### src/ebv_pkg.sv
`timescale 1ns / 1ps

package ebv_pkg;

   localparam int XY_BITS = 34;
   localparam int TRIG_BITS = 32;
   localparam logic signed [XY_BITS-1:0] CORDIC_K = 34'sd652032874;

   typedef struct packed {
      logic [15:0] pitch_angle;
      logic [15:0] yaw_angle;
      logic [15:0] roll_angle;
   } ebv_req_type;

   typedef struct packed {
      logic signed [15:0] fwd_x;
      logic signed [15:0] fwd_y;
      logic signed [15:0] fwd_z;
      logic signed [15:0] right_x;
      logic signed [15:0] right_y;
      logic signed [15:0] right_z;
      logic signed [15:0] up_x;
      logic signed [15:0] up_y;
      logic signed [15:0] up_z;
   } ebv_rsp_type;

   // atan(2^-i), full circle = 2^32
   function automatic logic signed [XY_BITS-1:0] atan_lut(input logic [4:0] idx);
      logic [31:0] v;
      case (idx)
         5'd0: v = 32'd536870912;   5'd1: v = 32'd316933406;
         5'd2: v = 32'd167458907;   5'd3: v = 32'd85004756;
         5'd4: v = 32'd42667331;    5'd5: v = 32'd21354465;
         5'd6: v = 32'd10679838;    5'd7: v = 32'd5340245;
         5'd8: v = 32'd2670163;     5'd9: v = 32'd1335087;
         5'd10: v = 32'd667544;     5'd11: v = 32'd333772;
         5'd12: v = 32'd166886;     5'd13: v = 32'd83443;
         5'd14: v = 32'd41722;      5'd15: v = 32'd20861;
         5'd16: v = 32'd10430;      5'd17: v = 32'd5215;
         5'd18: v = 32'd2608;       5'd19: v = 32'd1304;
         5'd20: v = 32'd652;        5'd21: v = 32'd326;
         5'd22: v = 32'd163;        5'd23: v = 32'd81;
         5'd24: v = 32'd41;         5'd25: v = 32'd20;
         5'd26: v = 32'd10;         5'd27: v = 32'd5;
         5'd28: v = 32'd3;          5'd29: v = 32'd1;
         5'd30: v = 32'd1;
         default: v = 32'd0;
      endcase
      return XY_BITS'($signed({1'b0, v}));
   endfunction

   // Q1.30 product, round half up
   function automatic logic signed [TRIG_BITS-1:0] mul30(
      input logic signed [TRIG_BITS-1:0] a,
      input logic signed [TRIG_BITS-1:0] b);
      logic signed [63:0] p;
      p = 64'(a) * 64'(b) + (64'sd1 <<< 29);
      return TRIG_BITS'(p >>> 30);
   endfunction

endpackage

### src/ebv_cordic.sv
`timescale 1ns / 1ps

module ebv_cordic #(
   parameter int ITERATIONS = 16
) (
   input  logic clock,
   input  logic advance,
   input  logic [31:0] angle,
   output logic signed [ebv_pkg::TRIG_BITS-1:0] sin_out,
   output logic signed [ebv_pkg::TRIG_BITS-1:0] cos_out
);
   import ebv_pkg::*;

   logic signed [XY_BITS-1:0] x_ff [ITERATIONS];
   logic signed [XY_BITS-1:0] y_ff [ITERATIONS];
   logic signed [XY_BITS-1:0] z_ff [ITERATIONS];
   logic [1:0]                quad_ff [ITERATIONS];

   for (genvar i = 0; i < ITERATIONS; i++) begin : g_stage
      logic signed [XY_BITS-1:0] xp, yp, zp, x_in, y_in, z_in;
      logic [1:0] qp;
      if (i == 0) begin : g_first
         assign xp = CORDIC_K;
         assign yp = '0;
         assign zp = XY_BITS'({2'b00, angle[29:0]});
         assign qp = angle[31:30];
      end else begin : g_next
         assign xp = x_ff[i-1];
         assign yp = y_ff[i-1];
         assign zp = z_ff[i-1];
         assign qp = quad_ff[i-1];
      end
      always_comb begin
         if (!zp[XY_BITS-1]) begin
            x_in = xp - (yp >>> i);
            y_in = yp + (xp >>> i);
            z_in = zp - atan_lut(5'(i));
         end else begin
            x_in = xp + (yp >>> i);
            y_in = yp - (xp >>> i);
            z_in = zp + atan_lut(5'(i));
         end
      end
      always_ff @(posedge clock) begin
         if (advance) begin
            x_ff[i]    <= x_in;
            y_ff[i]    <= y_in;
            z_ff[i]    <= z_in;
            quad_ff[i] <= qp;
         end
      end
   end

   logic signed [XY_BITS-1:0] xl, yl;
   assign xl = x_ff[ITERATIONS-1];
   assign yl = y_ff[ITERATIONS-1];

   always_comb begin
      case (quad_ff[ITERATIONS-1])
         2'd0: begin cos_out = TRIG_BITS'(xl);  sin_out = TRIG_BITS'(yl);  end
         2'd1: begin cos_out = TRIG_BITS'(-yl); sin_out = TRIG_BITS'(xl);  end
         2'd2: begin cos_out = TRIG_BITS'(-xl); sin_out = TRIG_BITS'(-yl); end
         default: begin cos_out = TRIG_BITS'(yl); sin_out = TRIG_BITS'(-xl); end
      endcase
   end

   // final z lane is carried only for the iteration chain
   logic unused_z;
   assign unused_z = ^z_ff[ITERATIONS-1];

endmodule

### config.mk
export PLATFORM = sky130hd
export DESIGN_NAME = ebv_cordic
export DESIGN_NICKNAME = d
export VERILOG_FILES = /design/src/ebv_pkg.sv /design/src/ebv_cordic.sv
export SDC_FILE = /design/constraint.sdc
export NUM_CORES = 2
export LEC_CHECK = 0
export BUFFER_PORTS_ARGS = -buffer_cell sky130_fd_sc_hd__buf_2
export CAP_MARGIN = 5
export CORE_MARGIN = 5
export CORE_UTILIZATION = 40
export DETAILED_ROUTE_END_ITERATION = 6
export PLACE_DENSITY = 0.66
export SETUP_SLACK_MARGIN = 0.2
export SLEW_MARGIN = 20
export SYNTH_ARGS = -nofsm -noshare
export SYNTH_HDL_FRONTEND = slang
export SYNTH_SLANG_ARGS = --single-unit
### constraint.sdc
create_clock -name clock -period 5.5 [get_ports clock]
set_input_delay 1.1 -clock clock [delete_from_list [all_inputs] [get_ports clock]]
set_output_delay 1.1 -clock clock [all_outputs]
set_load 0.02 [all_outputs]
==> flow_metrics.env <==
export IMPL_period_minus_slack_ns=5.134
export IMPL_gp_congestion=0.9195
export IMPL_cts_tree="done"
export IMPL_clock_latency_ns=0.89
export IMPL_drc=0
export IMPL_slew_viol_final=0
export IMPL_fin_worst_skew_ns=0.09582
export IMPL_cts_path_max_buffers=4
export IMPL_io_pins=98
export IMPL_grt_pass1_wl_um=498400
export IMPL_antenna_found_initial=3
export IMPL_cp_required_ns=4.40
export IMPL_die_h_um=568.3
export IMPL_post_route_period_util_pct=93.34
export IMPL_end_kind="output pin"
export IMPL_n_fill_cell=29807
export IMPL_cp_max_fo=6
export IMPL_row_count=205
export IMPL_cts_hold_buffers=0
export IMPL_critPathArrivalTime_ns=4.03
export IMPL_max_freq_mhz=194.8
export IMPL_track_usage_pct=18.57
export IMPL_fp_dieArea_um2=323000
export IMPL_status="finished, final reports clean"
export IMPL_worst_pin_slew_ns=1.088
export IMPL_met1_length_um=139100
export IMPL_grt_max_degree=122
export IMPL_critPathKind="flop to output pin"
export IMPL_vias_per_cell=5.512
export IMPL_fin_ws_ns=0.3661
export IMPL_multiInputGateArea_um2=78110
export IMPL_grt_pass1_vias=92196
export IMPL_finalHoldViolations=0
export IMPL_synth_seq_cells=1452
export IMPL_numCtsBuffers=176
export IMPL_synth_cells=13266
export IMPL_drtPass1Iterations=5
export IMPL_preCtsSetupSlack_ns=0.3468
export IMPL_layout_drive_gt1_share_pct=4.945
export IMPL_dr_wl_met2_um=147700
export IMPL_synth_flop_cell="edfxtp_1"
export IMPL_clk_pin_slew_ns=0.06
export IMPL_cts_root_buffer="clkbuf_16"
export IMPL_chipWidth_um=568.3
export IMPL_path_cells="or3_1 > or4_4 > inv_1 > nand2_1 > or2_4 > or3_1 > nor3_2 > nand2b_1 > xor2_1 > o21ai_1 > buf_2"
export IMPL_async_flop_share_pct=0
export IMPL_regArea_um2=43600
export IMPL_routed_wl_um=311300
export IMPL_dp_final_hpwl_um=246100
export IMPL_final_cell_mix="a21oi_1 (1491), edfxtp_1 (1452), ha_1 (1354)"
export IMPL_placed_area_um2=130400
export IMPL_drtIter0Drc=6258
export IMPL_ys_seq_area_share_pct=34.97
export IMPL_avgSynthCellArea_um2=9.399
export IMPL_routed_top_layer="met4"
export IMPL_wire_per_inst_um=17.62
export IMPL_slew_headroom_pct=27.47
export IMPL_yosys_warnings=0
export IMPL_start_kind="flop"
export IMPL_synth_fp_nets=14692
export IMPL_rsz0062_at_grt="yes"
export IMPL_antenna_left=0
export IMPL_layout_commonest_cell="a21oi_1"
export IMPL_wl_met3_um=12160
export IMPL_synth_edf_count=1452
export IMPL_setup_violations=0
export IMPL_path_common_cell="or3_1"
export IMPL_fin_area_um2=136500
export IMPL_start_util_pct=40.08
export IMPL_area_delta_synth_final_pct=9.450
export IMPL_finalSetupTns_ns=0
export IMPL_hold_class="flop to flop"
export IMPL_cpMaxStageDelayCell="or4_4"
export IMPL_grt_overflow_total=0
export IMPL_vias=97394
export IMPL_netlist_area_um2=124700
export IMPL_max_stage_delay_ns=0.57
export IMPL_maxCapViolations=0
export IMPL_port_buffers=97
export IMPL_layout_nets=14820
export IMPL_ys_types=101
export IMPL_clock_sinks=1452
export IMPL_coreArea_um2=311100
export IMPL_h_tree_depth=4
## state kept, by name (all words and copies together) (netlist names)
signal / flops
quad_ff: 32
x_ff: 473
y_ff: 475
z_ff: 472
## per-layer routing
| layer | global-route usage, % | up-vias |
|---|---|---|
| met5 | 0 | - |
| met4 | 6.616 | 0 |
| met3 | 1.842 | 505 |
| met2 | 32.12 | 2062 |
| met1 | 24.16 | 45361 |
| li1 | - | 49466 |
## timing repair
action / in CTS / in global routing
setup endpoints to repair: 2 / 21
setup buffers: 0 / 4
cloned: 0 / 0
gates resized for setup: 2 / 14
## per-stage QoR
stage	cells	hold WS, ns	util [%]
2_1_floorplan	13266	0.4003	-
3_3_place_gp	17352	0.4006	41.92
3_5_place_dp	17352	0.4045	41.92
4_1_cts	17665	0.3382	43.83
5_1_grt	17671	0.3550	43.86
6_report	17671	0.3775	43.86
## synth_stat cells, drive strengths merged (38+ instances only)
| library cell | n | area (um^2) |
|---|---|---|
| a21oi | 1494 | 7496 |
| edfxtp | 1452 | 43600 |
| ha | 1354 | 16940 |
| xnor2 | 1208 | 10580 |
| nor2 | 1173 | 4403 |
| nand2 | 730 | 2740 |
| a21o | 709 | 5323 |
| o21ai | 659 | 3302 |
| xor2 | 641 | 5622 |
| inv | 539 | 2023 |
| nor3 | 340 | 1712 |
| clkbuf | 234 | 878.3 |
| nor2b | 222 | 1389 |
| nand3 | 219 | 1101 |
| nand2b | 203 | 1270 |
| o21a | 197 | 1479 |
| a31oi | 162 | 1013 |
| o21bai | 146 | 1096 |
| and3 | 129 | 807.0 |
| a211oi | 128 | 960.9 |
| nand4 | 115 | 719.4 |
| nor4 | 92 | 596.8 |
| or3 | 90 | 583.1 |
| and2 | 74 | 462.9 |
| o31ai | 62 | 465.5 |
| a21boi | 52 | 390.4 |
| mux2 | 47 | 529.3 |
| mux2i | 45 | 450.4 |
| o211ai | 43 | 322.8 |
| o41ai | 43 | 391.6 |
| or4 | 43 | 337.8 |
| buf | 38 | 153.9 |
| fa | 38 | 760.7 |
## final cells by class
class / instances / area share (%)
multi-input cells: 11000 / 57.23
diodes: 2 / 0.003667
well taps: 4140 / 3.796
repair buffers: 222 / 1.173
flip-flops and latches: 1452 / 31.95
clock inverters: 107 / 0.9700
clock buffers: 206 / 3.388
inverters: 542 / 1.491
## kinds of logic (layout without fill, tap and decap cells)
family | after synthesis | in the layout | share of synthesized area [%]
AO/OA/AOI/OAI | 4072 | 4072 | 20.59
XOR/XNOR | 1849 | 1849 | 12.99
adder cells (fa/ha/maj) | 1392 | 1392 | 14.20
buffers and inverters | 814 | 1077 | 2.459
flip-flops | 1452 | 1452 | 34.97
multiplexers | 94 | 94 | 0.8218
other | 0 | 2 | 0
AND/OR/NAND/NOR | 3593 | 3593 | 13.97
## worst paths after layout
path                                              from                     end  slack, ns  cells past startpoint
worst max-delay path             y_ff[7][39]$_DFFE_PP_             sin_out[29]       0.37                     11
worst min-delay path            z_ff[1][102]$_DFFE_PP_  z_ff[1][136]$_DFFE_PP_       0.38                      0
worst max register to register   y_ff[7][19]$_DFFE_PP_  x_ff[15][30]$_DFFE_PP_       0.43                     19
worst min register to register  z_ff[1][102]$_DFFE_PP_  z_ff[1][136]$_DFFE_PP_       0.38                      0
## worst max-delay path: cells and delay by family (launching register included)
kind                   cells  cell delay, ns
AO/OA/AOI/OAI              1            0.07
AND/OR/NAND/NOR            7            2.29
flip-flops                 1            0.39
buffers and inverters      2            0.29
XOR/XNOR                   1            0.16
Power is left out: the tool's default activity adds up to more than one toggle a clock period on the data nets, which glitch-free logic cannot reach.
